===== config.mk =====
export PLATFORM = sky130hd
export DESIGN_NAME = list_delete_by_value_engine_flat
export DESIGN_NICKNAME = d
export VERILOG_FILES = /design/src/hdl/lde_pkg.sv /design/src/hdl/lde_req_if.sv /design/src/hdl/lde_rsp_if.sv /design/src/hdl/lde_ram.sv /design/src/hdl/lde_ctrl.sv /design/src/hdl/lde_datapath.sv /design/src/hdl/list_delete_by_value_engine.sv /design/src/flat_wrapper.sv
export SDC_FILE = /design/constraint.sdc
export NUM_CORES = 1
export LEC_CHECK = 0
export BUFFER_PORTS_ARGS = -buffer_cell sky130_fd_sc_hd__buf_4
export CAP_MARGIN = 5
export CORE_ASPECT_RATIO = 1.5
export CORE_MARGIN = 5
export CORE_UTILIZATION = 55
export DETAILED_ROUTE_END_ITERATION = 12
export PLACE_DENSITY = 0.72
export SYNTH_ARGS = -nofsm -noshare
export SYNTH_HDL_FRONTEND = slang
export SYNTH_SLANG_ARGS = --single-unit

===== constraint.sdc =====
create_clock -name clk -period 5.1 [get_ports clk]
set_clock_uncertainty 0.15 [all_clocks]
set_input_delay 1.02 -clock clk [delete_from_list [all_inputs] [get_ports clk]]
set_output_delay 1.02 -clock clk [all_outputs]
set_load 0.005 [all_outputs]

===== src/hdl/lde_pkg.sv =====
`default_nettype none

package lde_pkg;

    localparam int CAPACITY_DEF = 16;
    localparam int DATA_W       = 32;
    localparam int LEN_W        = 5;

    localparam logic signed [DATA_W-1:0] EMPTY_MIN = 32'sh7fff_ffff;

    typedef enum logic [1:0] {
        CMD_APPEND    = 2'd0,
        CMD_DEL_VALUE = 2'd1,
        CMD_DEL_MIN   = 2'd2,
        CMD_DEL_RANGE = 2'd3
    } cmd_t;

    typedef enum logic [1:0] {
        STAT_OK    = 2'd0,
        STAT_FULL  = 2'd1,
        STAT_EMPTY = 2'd2
    } status_t;

    typedef enum logic [2:0] {
        S_IDLE,
        S_SCAN,
        S_MIN_RD,
        S_MIN_CHK,
        S_TAIL_WR,
        S_FINISH
    } state_t;

    // controller to datapath
    typedef struct packed {
        logic load;
        logic scan;
        logic min_init;
        logic min_read;
        logic min_adv;
        logic tail_read;
        logic tail_wr;
        logic commit;
    } dp_cmd_t;

    // datapath to controller
    typedef struct packed {
        logic req_is_append;
        logic list_empty;
        logic is_min;
        logic scan_done;
        logic i_lt_n;
        logic hit;
        logic tail_more;
        logic out_free;
    } dp_stat_t;

endpackage

`default_nettype wire


===== src/hdl/lde_req_if.sv =====
`default_nettype none

interface lde_req_if;
    logic                       valid;
    logic                       ready;
    logic [1:0]                 cmd;
    logic signed [31:0]         value;
    logic signed [31:0]         range_high;

    modport source (output valid, cmd, value, range_high, input ready);
    modport sink   (input valid, cmd, value, range_high, output ready);
endinterface

`default_nettype wire


===== src/hdl/lde_rsp_if.sv =====
`default_nettype none

interface lde_rsp_if;
    logic                       valid;
    logic                       ready;
    logic [1:0]                 status;
    logic [4:0]                 length;
    logic signed [31:0]         minimum;
    logic [4:0]                 removed;

    modport source (output valid, status, length, minimum, removed, input ready);
    modport sink   (input valid, status, length, minimum, removed, output ready);
endinterface

`default_nettype wire


===== src/hdl/lde_ram.sv =====
`default_nettype none

// simple dual port, registered read, read returns old data on collision
module lde_ram #(
    parameter int WIDTH = 32,
    parameter int DEPTH = 16
) (
    input  wire logic                     clk,
    input  wire logic                     we,
    input  wire logic [$clog2(DEPTH)-1:0] waddr,
    input  wire logic [WIDTH-1:0]         wdata,
    input  wire logic [$clog2(DEPTH)-1:0] raddr,
    output logic      [WIDTH-1:0]         rdata
);

    logic [WIDTH-1:0] mem [DEPTH];
    logic [WIDTH-1:0] rdata_reg;

    always_ff @(posedge clk)
    begin
        if (we)
        begin
            mem[waddr] <= wdata;
        end
        rdata_reg <= mem[raddr];
    end

    assign rdata = rdata_reg;

endmodule

`default_nettype wire


===== src/hdl/lde_ctrl.sv =====
`default_nettype none

module lde_ctrl (
    input  wire logic             clk,
    input  wire logic             rst_n,
    input  wire logic             req_valid,
    output logic                  req_ready,
    input  wire lde_pkg::dp_stat_t stat,
    output lde_pkg::dp_cmd_t      cmd
);

    lde_pkg::state_t state_reg;
    lde_pkg::state_t state_next;

    always_ff @(posedge clk or negedge rst_n)
    begin
        if (!rst_n)
        begin
            state_reg <= lde_pkg::S_IDLE;
        end
        else
        begin
            state_reg <= state_next;
        end
    end

    always_comb
    begin
        state_next = state_reg;
        cmd        = '0;
        req_ready  = 1'b0;
        unique case (state_reg)
            lde_pkg::S_IDLE:
            begin
                req_ready = 1'b1;
                if (req_valid)
                begin
                    cmd.load = 1'b1;
                    if (stat.req_is_append || stat.list_empty)
                    begin
                        state_next = lde_pkg::S_FINISH;
                    end
                    else
                    begin
                        state_next = lde_pkg::S_SCAN;
                    end
                end
            end
            lde_pkg::S_SCAN:
            begin
                if (!stat.scan_done)
                begin
                    cmd.scan = 1'b1;
                end
                else if (stat.is_min)
                begin
                    cmd.min_init = 1'b1;
                    state_next   = lde_pkg::S_MIN_RD;
                end
                else
                begin
                    state_next = lde_pkg::S_FINISH;
                end
            end
            lde_pkg::S_MIN_RD:
            begin
                if (stat.i_lt_n)
                begin
                    cmd.min_read = 1'b1;
                    state_next   = lde_pkg::S_MIN_CHK;
                end
                else
                begin
                    state_next = lde_pkg::S_FINISH;
                end
            end
            lde_pkg::S_MIN_CHK:
            begin
                if (stat.hit)
                begin
                    cmd.tail_read = 1'b1;
                    state_next    = lde_pkg::S_TAIL_WR;
                end
                else
                begin
                    cmd.min_adv = 1'b1;
                    state_next  = lde_pkg::S_MIN_RD;
                end
            end
            lde_pkg::S_TAIL_WR:
            begin
                cmd.tail_wr = 1'b1;
                if (!stat.tail_more)
                begin
                    state_next = lde_pkg::S_FINISH;
                end
                else if (!stat.hit)
                begin
                    cmd.min_adv = 1'b1;
                    state_next  = lde_pkg::S_MIN_RD;
                end
            end
            lde_pkg::S_FINISH:
            begin
                if (stat.out_free)
                begin
                    cmd.commit = 1'b1;
                    state_next = lde_pkg::S_IDLE;
                end
            end
            default:
            begin
                state_next = lde_pkg::S_IDLE;
            end
        endcase
    end

    a_accept_leaves_idle: assert property (@(posedge clk) disable iff (!rst_n)
        req_valid && req_ready |=> state_reg != lde_pkg::S_IDLE)
        else $error("accepted beat did not start a command");

    a_finish_commits: assert property (@(posedge clk) disable iff (!rst_n)
        state_reg == lde_pkg::S_FINISH && stat.out_free |=> state_reg == lde_pkg::S_IDLE)
        else $error("finish did not return to idle with free output");

endmodule

`default_nettype wire


===== src/hdl/lde_datapath.sv =====
`default_nettype none

module lde_datapath #(
    parameter int CAPACITY = lde_pkg::CAPACITY_DEF
) (
    input  wire logic                     clk,
    input  wire logic                     rst_n,
    input  wire lde_pkg::dp_cmd_t         cmd,
    output lde_pkg::dp_stat_t             stat,
    input  wire logic [1:0]               req_cmd,
    input  wire logic signed [31:0]       req_value,
    input  wire logic signed [31:0]       req_range_high,
    input  wire logic                     rsp_ready,
    output logic                          rsp_valid,
    output lde_pkg::status_t              rsp_status,
    output logic [4:0]                    rsp_length,
    output logic signed [31:0]            rsp_minimum,
    output logic [4:0]                    rsp_removed
);

    localparam int CW = $clog2(CAPACITY + 1);
    localparam int AW = $clog2(CAPACITY);
    localparam int DW = lde_pkg::DATA_W;
    localparam int LW = lde_pkg::LEN_W;

    // list state
    logic [CW-1:0]          count_reg, count_next;

    // per-command working registers
    lde_pkg::cmd_t          op_reg, op_next;
    logic signed [DW-1:0]   lo_reg, lo_next;
    logic signed [DW-1:0]   hi_reg, hi_next;
    logic [CW-1:0]          rd_reg, rd_next;
    logic [CW-1:0]          wr_reg, wr_next;
    logic [CW-1:0]          n_reg, n_next;
    logic [CW-1:0]          removed_reg, removed_next;
    logic signed [DW-1:0]   min_reg, min_next;
    logic                   pend_reg, pend_next;
    logic                   full_reg, full_next;
    logic                   empty_reg, empty_next;

    // result register
    logic                   rsp_valid_reg, rsp_valid_next;
    lde_pkg::status_t       rsp_status_reg, rsp_status_next;
    logic [LW-1:0]          rsp_length_reg, rsp_length_next;
    logic signed [DW-1:0]   rsp_minimum_reg, rsp_minimum_next;
    logic [LW-1:0]          rsp_removed_reg, rsp_removed_next;

    // ram port
    logic                   ram_we;
    logic [AW-1:0]          ram_waddr;
    logic [DW-1:0]          ram_wdata;
    logic [AW-1:0]          ram_raddr;
    logic [DW-1:0]          ram_rdata;
    logic signed [DW-1:0]   rd_val;

    logic [CW-1:0]          n_m1, n_m2;
    logic                   keep;
    logic [CW+LW-1:0]       len_ext;
    logic [CW+LW-1:0]       rem_ext;
    logic [CW-1:0]          rem_val;

    lde_ram #(
        .WIDTH (DW),
        .DEPTH (CAPACITY)
    ) u_ram (
        .clk   (clk),
        .we    (ram_we),
        .waddr (ram_waddr),
        .wdata (ram_wdata),
        .raddr (ram_raddr),
        .rdata (ram_rdata)
    );

    assign rd_val = $signed(ram_rdata);
    assign n_m1   = n_reg - CW'(1);
    assign n_m2   = n_reg - CW'(2);
    assign keep   = !((rd_val >= lo_reg) && (rd_val <= hi_reg));

    assign stat.req_is_append = (lde_pkg::cmd_t'(req_cmd) == lde_pkg::CMD_APPEND);
    assign stat.list_empty    = (count_reg == '0);
    assign stat.is_min        = (op_reg == lde_pkg::CMD_DEL_MIN);
    assign stat.scan_done     = (rd_reg >= n_reg) && !pend_reg;
    assign stat.i_lt_n        = (rd_reg < n_reg);
    assign stat.hit           = (rd_val == min_reg);
    assign stat.tail_more     = ((rd_reg + CW'(1)) < n_reg);
    assign stat.out_free      = !rsp_valid_reg || rsp_ready;

    always_comb
    begin
        count_next       = count_reg;
        op_next          = op_reg;
        lo_next          = lo_reg;
        hi_next          = hi_reg;
        rd_next          = rd_reg;
        wr_next          = wr_reg;
        n_next           = n_reg;
        removed_next     = removed_reg;
        min_next         = min_reg;
        pend_next        = 1'b0;
        full_next        = full_reg;
        empty_next       = empty_reg;
        rsp_valid_next   = rsp_valid_reg && !rsp_ready;
        rsp_status_next  = rsp_status_reg;
        rsp_length_next  = rsp_length_reg;
        rsp_minimum_next = rsp_minimum_reg;
        rsp_removed_next = rsp_removed_reg;
        ram_we           = 1'b0;
        ram_waddr        = wr_reg[AW-1:0];
        ram_wdata        = ram_rdata;
        ram_raddr        = rd_reg[AW-1:0];
        rem_val          = '0;

        if (cmd.load)
        begin
            op_next      = lde_pkg::cmd_t'(req_cmd);
            lo_next      = req_value;
            hi_next      = (lde_pkg::cmd_t'(req_cmd) == lde_pkg::CMD_DEL_RANGE) ?
                           req_range_high : req_value;
            rd_next      = '0;
            wr_next      = '0;
            n_next       = count_reg;
            removed_next = '0;
            min_next     = lde_pkg::EMPTY_MIN;
            full_next    = (count_reg == CW'(CAPACITY));
            empty_next   = (count_reg == '0);
        end

        // streaming pass: issue reads, consume the data once the RAM returns it
        if (cmd.scan && (rd_reg < n_reg))
        begin
            rd_next   = rd_reg + CW'(1);
            pend_next = 1'b1;
        end
        if (pend_reg)
        begin
            if (op_reg == lde_pkg::CMD_DEL_MIN)
            begin
                if (rd_val < min_reg)
                begin
                    min_next = rd_val;
                end
            end
            else if (keep)
            begin
                ram_we    = 1'b1;
                ram_waddr = wr_reg[AW-1:0];
                ram_wdata = ram_rdata;
                wr_next   = wr_reg + CW'(1);
            end
            else
            begin
                removed_next = removed_reg + CW'(1);
            end
        end

        if (cmd.min_init)
        begin
            rd_next = '0;
        end
        if (cmd.tail_read)
        begin
            ram_raddr = n_m1[AW-1:0];
        end
        // fill the hole with the tail value, prefetch the new tail
        if (cmd.tail_wr)
        begin
            ram_we       = 1'b1;
            ram_waddr    = rd_reg[AW-1:0];
            ram_wdata    = ram_rdata;
            ram_raddr    = n_m2[AW-1:0];
            n_next       = n_m1;
            removed_next = removed_reg + CW'(1);
        end
        if (cmd.min_adv)
        begin
            rd_next = rd_reg + CW'(1);
        end

        if (cmd.commit)
        begin
            rsp_valid_next   = 1'b1;
            rsp_status_next  = lde_pkg::STAT_OK;
            rsp_minimum_next = lde_pkg::EMPTY_MIN;
            if (op_reg == lde_pkg::CMD_APPEND)
            begin
                if (full_reg)
                begin
                    rsp_status_next = lde_pkg::STAT_FULL;
                end
                else
                begin
                    ram_we     = 1'b1;
                    ram_waddr  = count_reg[AW-1:0];
                    ram_wdata  = lo_reg;
                    count_next = count_reg + CW'(1);
                end
            end
            else if (empty_reg)
            begin
                rsp_status_next = lde_pkg::STAT_EMPTY;
            end
            else if (op_reg == lde_pkg::CMD_DEL_MIN)
            begin
                count_next       = n_reg;
                rem_val          = removed_reg;
                rsp_minimum_next = min_reg;
            end
            else
            begin
                count_next = wr_reg;
                rem_val    = removed_reg;
            end
            rsp_length_next  = len_ext[LW-1:0];
            rsp_removed_next = rem_ext[LW-1:0];
        end
    end

    assign len_ext = {{LW{1'b0}}, count_next};
    assign rem_ext = {{LW{1'b0}}, rem_val};

    always_ff @(posedge clk or negedge rst_n)
    begin
        if (!rst_n)
        begin
            count_reg     <= '0;
            pend_reg      <= 1'b0;
            rsp_valid_reg <= 1'b0;
            rd_reg        <= '0;
            wr_reg        <= '0;
            n_reg         <= '0;
            removed_reg   <= '0;
        end
        else
        begin
            count_reg     <= count_next;
            pend_reg      <= pend_next;
            rsp_valid_reg <= rsp_valid_next;
            rd_reg        <= rd_next;
            wr_reg        <= wr_next;
            n_reg         <= n_next;
            removed_reg   <= removed_next;
        end
    end

    always_ff @(posedge clk)
    begin
        op_reg          <= op_next;
        lo_reg          <= lo_next;
        hi_reg          <= hi_next;
        min_reg         <= min_next;
        full_reg        <= full_next;
        empty_reg       <= empty_next;
        rsp_status_reg  <= rsp_status_next;
        rsp_length_reg  <= rsp_length_next;
        rsp_minimum_reg <= rsp_minimum_next;
        rsp_removed_reg <= rsp_removed_next;
    end

    assign rsp_valid   = rsp_valid_reg;
    assign rsp_status  = rsp_status_reg;
    assign rsp_length  = rsp_length_reg;
    assign rsp_minimum = rsp_minimum_reg;
    assign rsp_removed = rsp_removed_reg;

    a_count_bound: assert property (@(posedge clk) disable iff (!rst_n)
        count_reg <= CW'(CAPACITY))
        else $error("list length above capacity");

    a_wr_behind_rd: assert property (@(posedge clk) disable iff (!rst_n)
        wr_reg <= rd_reg)
        else $error("compaction write pointer passed read pointer");

    a_removed_bound: assert property (@(posedge clk) disable iff (!rst_n)
        cmd.commit && (op_reg != lde_pkg::CMD_APPEND) && !empty_reg
        |-> (removed_reg <= CW'(CAPACITY)) && (n_reg <= CW'(CAPACITY)))
        else $error("removed count out of range at commit");

endmodule

`default_nettype wire


===== src/hdl/list_delete_by_value_engine.sv =====
// Ordered list engine holding up to CAPACITY signed 32-bit entries in a
// single simple-dual-port RAM. One request beat in gives exactly one
// response beat out. Append stores at the tail (status full and no change
// when the list is full); delete-value and delete-range remove matching
// entries while keeping order; delete-min removes every copy of the
// smallest entry, filling each hole with the current last entry, and
// reports that minimum. Deletes on an empty list answer status empty.
// Append and any delete on an empty list go straight from accept to the
// finish state. Delete-value and delete-range stream the list once
// through the RAM read port. Delete-min streams once to find the minimum,
// then revisits entries, reading and checking each slot visited and
// writing the tail into the hole for each removed copy. All work
// serializes on the single RAM read port. A new request is taken while the
// previous response is still waiting in the output register.
`default_nettype none

module list_delete_by_value_engine #(
    parameter int CAPACITY = lde_pkg::CAPACITY_DEF
) (
    input  wire logic   clk,
    input  wire logic   rst_n,
    lde_req_if.sink     req,
    lde_rsp_if.source   rsp
);

    // command and status bundles between controller and datapath
    lde_pkg::dp_cmd_t  dp_cmd;
    lde_pkg::dp_stat_t dp_stat;
    lde_pkg::status_t  rsp_status;

    // sequencer: one command at a time, drives request ready
    lde_ctrl u_ctrl (
        .clk       (clk),
        .rst_n     (rst_n),
        .req_valid (req.valid),
        .req_ready (req.ready),
        .stat      (dp_stat),
        .cmd       (dp_cmd)
    );

    // list storage, pointers, compare logic and the response register
    lde_datapath #(
        .CAPACITY (CAPACITY)
    ) u_datapath (
        .clk            (clk),
        .rst_n          (rst_n),
        .cmd            (dp_cmd),
        .stat           (dp_stat),
        .req_cmd        (req.cmd),
        .req_value      (req.value),
        .req_range_high (req.range_high),
        .rsp_ready      (rsp.ready),
        .rsp_valid      (rsp.valid),
        .rsp_status     (rsp_status),
        .rsp_length     (rsp.length),
        .rsp_minimum    (rsp.minimum),
        .rsp_removed    (rsp.removed)
    );

    // status code onto the plain response bus
    assign rsp.status = rsp_status;

endmodule

`default_nettype wire


===== src/flat_wrapper.sv =====
// flat-port wrapper written by rule: the top's interface ports become plain ports
module list_delete_by_value_engine_flat 
#(
    parameter int CAPACITY = lde_pkg::CAPACITY_DEF
)
  (clk, rst_n, req_valid, req_cmd, req_value, req_range_high, req_ready, rsp_valid, rsp_status, rsp_length, rsp_minimum, rsp_removed, rsp_ready);
  lde_req_if req_i ();
  lde_rsp_if rsp_i ();
  input  wire logic clk;
  input  wire logic rst_n;
  input wire logic [$bits(req_i.valid)-1:0] req_valid;
  input wire logic [$bits(req_i.cmd)-1:0] req_cmd;
  input wire logic [$bits(req_i.value)-1:0] req_value;
  input wire logic [$bits(req_i.range_high)-1:0] req_range_high;
  output wire logic [$bits(req_i.ready)-1:0] req_ready;
  output wire logic [$bits(rsp_i.valid)-1:0] rsp_valid;
  output wire logic [$bits(rsp_i.status)-1:0] rsp_status;
  output wire logic [$bits(rsp_i.length)-1:0] rsp_length;
  output wire logic [$bits(rsp_i.minimum)-1:0] rsp_minimum;
  output wire logic [$bits(rsp_i.removed)-1:0] rsp_removed;
  input wire logic [$bits(rsp_i.ready)-1:0] rsp_ready;
  assign req_i.valid = req_valid;
  assign req_i.cmd = req_cmd;
  assign req_i.value = req_value;
  assign req_i.range_high = req_range_high;
  assign req_ready = req_i.ready;
  assign rsp_valid = rsp_i.valid;
  assign rsp_status = rsp_i.status;
  assign rsp_length = rsp_i.length;
  assign rsp_minimum = rsp_i.minimum;
  assign rsp_removed = rsp_i.removed;
  assign rsp_i.ready = rsp_ready;
  list_delete_by_value_engine #(.CAPACITY(CAPACITY)) u_core (.clk(clk), .rst_n(rst_n), .req(req_i), .rsp(rsp_i));
endmodule

# == Yosys cells after proc, flatten, opt, wreduce, memory -nomap -nowiden ==
# Memories as Yosys holds them, arrays and structs flattened. A register that Yosys moved wholly into a read port is not among the register bits.
# Index checks and enable logic that the tools add are counted.
# op_classes
n_addsub,6
order_cmp,6
n_eq_ne,13
n_mux,73
bitwise,1
reduce_logical,18
# op_table
operator,count
2-to-1 mux 32 bit,8
2-to-1 mux 5 bit,20
== test 32 bit,1
greater-or-equal comparator 32 bit,1
less-or-equal comparator 32 bit,1
< comparator 32 bit,1
2-to-1 mux 3 bit,9
2-to-1 mux 1 bit,25
2-to-1 mux 4 bit,6
"adder 5 x 1 -> 5 bit, second input constant",4
one-hot mux 3 bit (6 select lines),1
< comparator 5 bit,2
"== test 3 x 2 -> 1 bit, second input constant",2
"== test 3 bit, second input constant",2
2-to-1 mux 2 bit,3
"== test 5 bit, second input constant",1
greater-or-equal comparator 5 bit,1
logical NOT 5 bit,1
"subtractor 5 x 1 -> 5 bit, second input constant",1
"== test 2 bit, second input constant",2
logical AND 1 bit,4
logical NOT 2 bit,2
"!= test 2 bit, second input constant",2
AND reduction 4 bit,1
other kinds (13),16
# word_totals
regBits,174
ramBits,512
in_bits,70
out_inout_bits,46
elab_cells,136
n_memories,1
# memory_table
memory,words,word_bits,read_ports,rd_clocked_by_memory_dff,wr,line,text
u_core.u_datapath.u_ram.mem,16,32,1,1,1,lde_ram.sv:16,logic [WIDTH-1:0] mem [DEPTH];

# == Depth between registers and ports, before layout ==
# logic_depth
word_depth,11
mapped_depth,13
mapped_depth_nobuf,11

# == Cells and area by module ==
# Synthesis repeated with hierarchy kept, for this count alone.
# hier_totals
hier_cells,2037
area_unflattened_um2,31066.0
# by_module_without_submodules
module,n_inst,cells_each,area_each_um2,seq_area_each_um2
lde_ram,1,838,19835.3,16015.4
lde_datapath,1,1152,10892.9,4679.5
lde_ctrl,1,47,337.8,75.1

# == Least setup slack after synthesis ==
# OpenSTA, ideal clock, no wires.
# synth_timing
kind,input to register
startpoint,input port rsp_ready
endpoint,"memory u_core.u_datapath.u_ram.mem[12][0], enable pin"
setup_ns,0.421
arrival_ns,3.990
required_ns,4.529
slack_ns,0.539
cell_stages,8
n_path_buf,1
path_cell_list,nand2b_1 -> nand4_1 -> or3_1 -> clkbuf_1 -> o21ai_0 -> a21boi_0 -> nand2_1 -> nor2_1
# synth_between
elab_chain_len,6
elab_cells_between_ends,7
cone_classes,mux: 6; reduce/logical: 1
# synth_rtl
item,line,text
"start, declared",flat_wrapper.sv:21,input wire logic [$bits(rsp_i.ready)-1:0] rsp_ready;
logical OR 1 bit (*),lde_datapath.sv:87,assign stat.out_free = !rsp_valid_reg || rsp_ready;
2-to-1 mux 1 bit (*),lde_ctrl.sv:105,if (stat.out_free)
2-to-1 mux 1 bit (*),lde_ctrl.sv:32,unique case (state_reg)
2-to-1 mux 1 bit,lde_datapath.sv:180,if (cmd.commit)
2-to-1 mux 1 bit,lde_ram.sv:21,if (we)
2-to-1 mux 1 bit (implied by the code),lde_ram.sv:23,mem[waddr] <= wdata;
"end, declared",lde_ram.sv:16,
# Mark *: on every way between the ends. The rest lies on a longest branch, timed or not.

# == Final worst setup path ==
# layout_timing
startpoint,register u_core.u_datapath.lo_reg[15]
endpoint,"memory u_core.u_datapath.u_ram.mem[0][29], enable pin"
# layout_between
elab_chain_len,11
# layout_rtl
item,line,text
"start, declared",lde_datapath.sv:31,"logic signed [DW-1:0] lo_reg, lo_next;"
"start signal, assigned",lde_datapath.sv:249,lo_reg <= lo_next;
greater-or-equal comparator 32 bit (*),lde_datapath.sv:78,assign keep = !((rd_val >= lo_reg) && (rd_val <= hi_reg));
logical AND 1 bit (*),lde_datapath.sv:78,
2-to-1 mux 1 bit (*),lde_datapath.sv:144,else if (keep)
2-to-1 mux 1 bit (*),lde_datapath.sv:137,if (op_reg == lde_pkg::CMD_DEL_MIN)
2-to-1 mux 1 bit (*),lde_datapath.sv:135,if (pend_reg)
2-to-1 mux 1 bit (*),lde_datapath.sv:166,if (cmd.tail_wr)
2-to-1 mux 1 bit,lde_datapath.sv:187,if (full_reg)
2-to-1 mux 1 bit,lde_datapath.sv:185,if (op_reg == lde_pkg::CMD_APPEND)
2-to-1 mux 1 bit (*),lde_datapath.sv:180,
2-to-1 mux 1 bit (*),lde_ram.sv:21,
2-to-1 mux 1 bit (implied by the code) (*),lde_ram.sv:23,
# Marked as above.

==> qor.csv <==
stage,metric,value,unit
route,wl,76.1,mm
worst_setup_path,cp_num_buf_inv,2,
finish,multi_input_area,9610,um^2
logic_synthesis,ys_async_sr_fraction,4.18,%
clock_tree,numClockSinks,718,
clock_tree,cts_tree,done,
finish,seqCellArea,20800,um^2
worst_setup_path,worstPathMaxFanout,18,
sta,fin_tns_setup,0,ns
sta,tightest_slew,1.09,ns
logic_synthesis,synthDistinctLibCells,65,
clock_tree,cts.clk_slew.worst_paths,0.06,ns
placement,place.gp.congestion,0.891,
logic_synthesis,syn_area,31200,um^2
clock_tree,cts_root_buffer,clkbuf_16,
floorplan,core,56500,um^2
run,cap_violations,0,
finish,largest_register_ffs,512,
finish,mostFrequentLayoutCells,"624 x edfxtp_1, 555 x nand2_1, 284 x nand3_1",
worst_setup_path,worst_setup_path_start_kind,register,
worst_setup_path,cp.required,5.29,ns
finish,nets,2820,
finish,regMostFlops,u_core.u_datapath.u_ram.mem,
worst_setup_path,end_kind,register,
logic_synthesis,synth_edf_count,624,
sta,hold_viol,0,
worst_setup_path,cp_cell_sequence,inv_1 > ha_1 > nand4_1 > nor4_1 > o21ai_0 > a31oi_1 > o31ai_1 > a22o_1 > a31oi_2 > nor2_4 > buf_12,
logic_synthesis,ys_ff_latch,718,
clock_tree,cts_resized,0,
global_route,grt_max_degree,99,
route,post-route-drc-count,0,
sta,period_share,89.3,%
logic_synthesis,synth_area_per_cell,12.5,um^2
finish,syn2layout_area_growth,13.7,%
global_route,antenna_found_initial,0,
route,drt_iter0_markers,1928,
route,ant_nets,0,
finish,drive_gt1_share,15.0,%
logic_synthesis,synth_seq_area_share,66.6,%
finish,mostFrequentLayoutCell,edfxtp_1,
clock_tree,clockBufferDepth,3,
finish,fillers,4248,
sta,hold_slack,0.218,ns
route,wl_per_cell,22.1,um
placement,dp_hpwl,48.9,mm
global_route,grt_pass1_vias,20500,
clock_tree,htree_levels,3,
sta,setup_slack,0.545,ns
global_route,grt_pass1_wl,116,mm
route,avgViaCountPerCell,5.88,
sta,fmax,220,MHz
clock_tree,ctsHoldBuffers,0,
logic_synthesis,ys.flop_type,edfxtp_1,
sta,rsz0062_at_grt,false,
floorplan,die_area,61700,um^2
worst_hold_path,hp-class,in2async,
logic_synthesis,ys_warn_count,0,
clock_tree,cts_setup_buffers,0,
floorplan,rows,107,
placement,port_buffers,115,
global_route,grtUsageTotal,24.3,%
placement,place_ws,0.554,ns
power,p_per_area,638,nW/um^2
sta,setup_violations,0,
worst_setup_path,slowest_stage,a31oi_2,
power,irDropWorstVdd,557,uV
clock_tree,numCtsBuffers,66,
floorplan,ios,116,
route,first_pass_iters,6,
floorplan,dieWidth,204,um
worst_setup_path,critPathTopFamily,compound AO/OA/AOI/OAI gates,
sta,drv_slew,0,
logic_synthesis,syn-instance-count,2488,
sta,finalCriticalPeriod,4.55,ns
status,status,"finished, final reports clean",
floorplan,die_height,302,um
route,via_count,20300,
power,leakage,13.6,nW
worst_setup_path,arrival,4.74,ns
worst_setup_path,reg2reg_slack,0.55,ns
floorplan,start_util,55.2,%
worst_setup_path,path_class,reg2reg,
clock_tree,clk_latency,0.60,ns
global_route,grt_overflow,0,
worst_setup_path,critPathMaxStageDelay,0.92,ns
finish,antenna_cells,0,
logic_synthesis,synth_fp_nets,2672,
sta,relSlewSlack,27.1,%
-- per-layer routing --
metal / track usage [%] / vias to the layer above / share of wire (%)
li1: - / 9321 / -
met1: 30.1 / 9932 / 38
met2: 42.9 / 844 / 51
met3: 3.08 / 172 / 6.5
met4: 10.7 / 0 / 4.4
met5: 0 / - / 0
-- path summary, 6_finish.rpt --
check / cells past startpoint / startpoint / endpoint
max in group asynchronous: 1 / rst_n / u_core.u_datapath.wr_reg[2]
setup / recovery: 11 / u_core.u_datapath.lo_reg[15] / u_core.u_datapath.u_ram.mem[0][29]
min in group clk: 2 / u_core.u_datapath.min_reg[15] / u_core.u_datapath.rsp_minimum[15]
hold / removal: 1 / rst_n / u_core.u_datapath.rd_reg[3]
hold reg to reg: 2 / u_core.u_datapath.min_reg[15] / u_core.u_datapath.rsp_minimum[15]
setup reg to reg: 11 / u_core.u_datapath.lo_reg[15] / u_core.u_datapath.u_ram.mem[0][29]
-- power by group --
part | switching (mW) | internal, mW | leakage, nW
combinational | 6.02 | 3.05 | 6.11
sequential | 0.625 | 8.10 | 6.49
clock | 2.13 | 2.73 | 1.02
total | 8.77 | 13.9 | 13.6
-- Yosys cell counts, types with 5 or more instances --
cell type  count  share of area (%)
a31oi_1        6               0.12
clkbuf_1      63               0.76
and2_1        10               0.20
a32oi_1       32               0.90
edfxtp_1     624                 60
nand2b_1       9               0.18
mux2_2        38                1.4
nor3_1        10               0.16
and4_1         5               0.14
buf_2         39               0.63
o211ai_1       6               0.14
or3_1          7               0.14
ha_1         114                4.6
a21o_1        13               0.31
nor4_1         5               0.10
nor2_1        49               0.59
dfrtp_1       30                2.4
mux2_4        31                1.5
o21ai_0       72                1.2
buf_6          8               0.29
buf_1          8              0.096
xor2_1         5               0.14
dfxtp_1       64                4.1
nand4_1       45               0.90
inv_1        114                1.4
a21oi_1       48               0.77
o21a_1         9               0.22
nand2_1      555                6.7
nand3_1      284                4.6
nor2b_1       11               0.22
mux2i_1      109                3.5
-- cells by family (layout without fill, tap and decap cells) --
family | after synthesis | after routing | synth area share [%]
compound gates | 224 | 224 | 4.69
xor+xnor | 9 | 9 | 0.253
fa+ha+maj | 114 | 114 | 4.57
buf+inv | 237 | 435 | 3.24
flops | 718 | 718 | 66.6
mux | 178 | 178 | 6.36
simple gates | 1008 | 1008 | 14.3
-- stage by stage --
| stage | std cells | area (um^2) | power (mW) | util (%) |
|---|---|---|---|---|
| floorplan | 2488 | 31200 | 14.5 | - |
| global placement | 3331 | 33400 | 17.5 | 59.1 |
| detailed placement | 3331 | 33400 | 17.8 | 59.1 |
| CTS | 3449 | 35500 | 22.7 | 62.8 |
| global route | 3449 | 35500 | 23.9 | 62.8 |
| finish | 3449 | 35500 | 22.6 | 62.8 |
-- cell type report --
class,count,share of cell area (%)
clock buffer,84,4.96
timing repair buffer,201,4.54
multi-input combinational,1533,27.1
sequential,718,58.5
inverter,116,1.23
tap,763,2.69
clock inverter,34,0.966
Note: power is estimated with default switching activity, not from simulation.
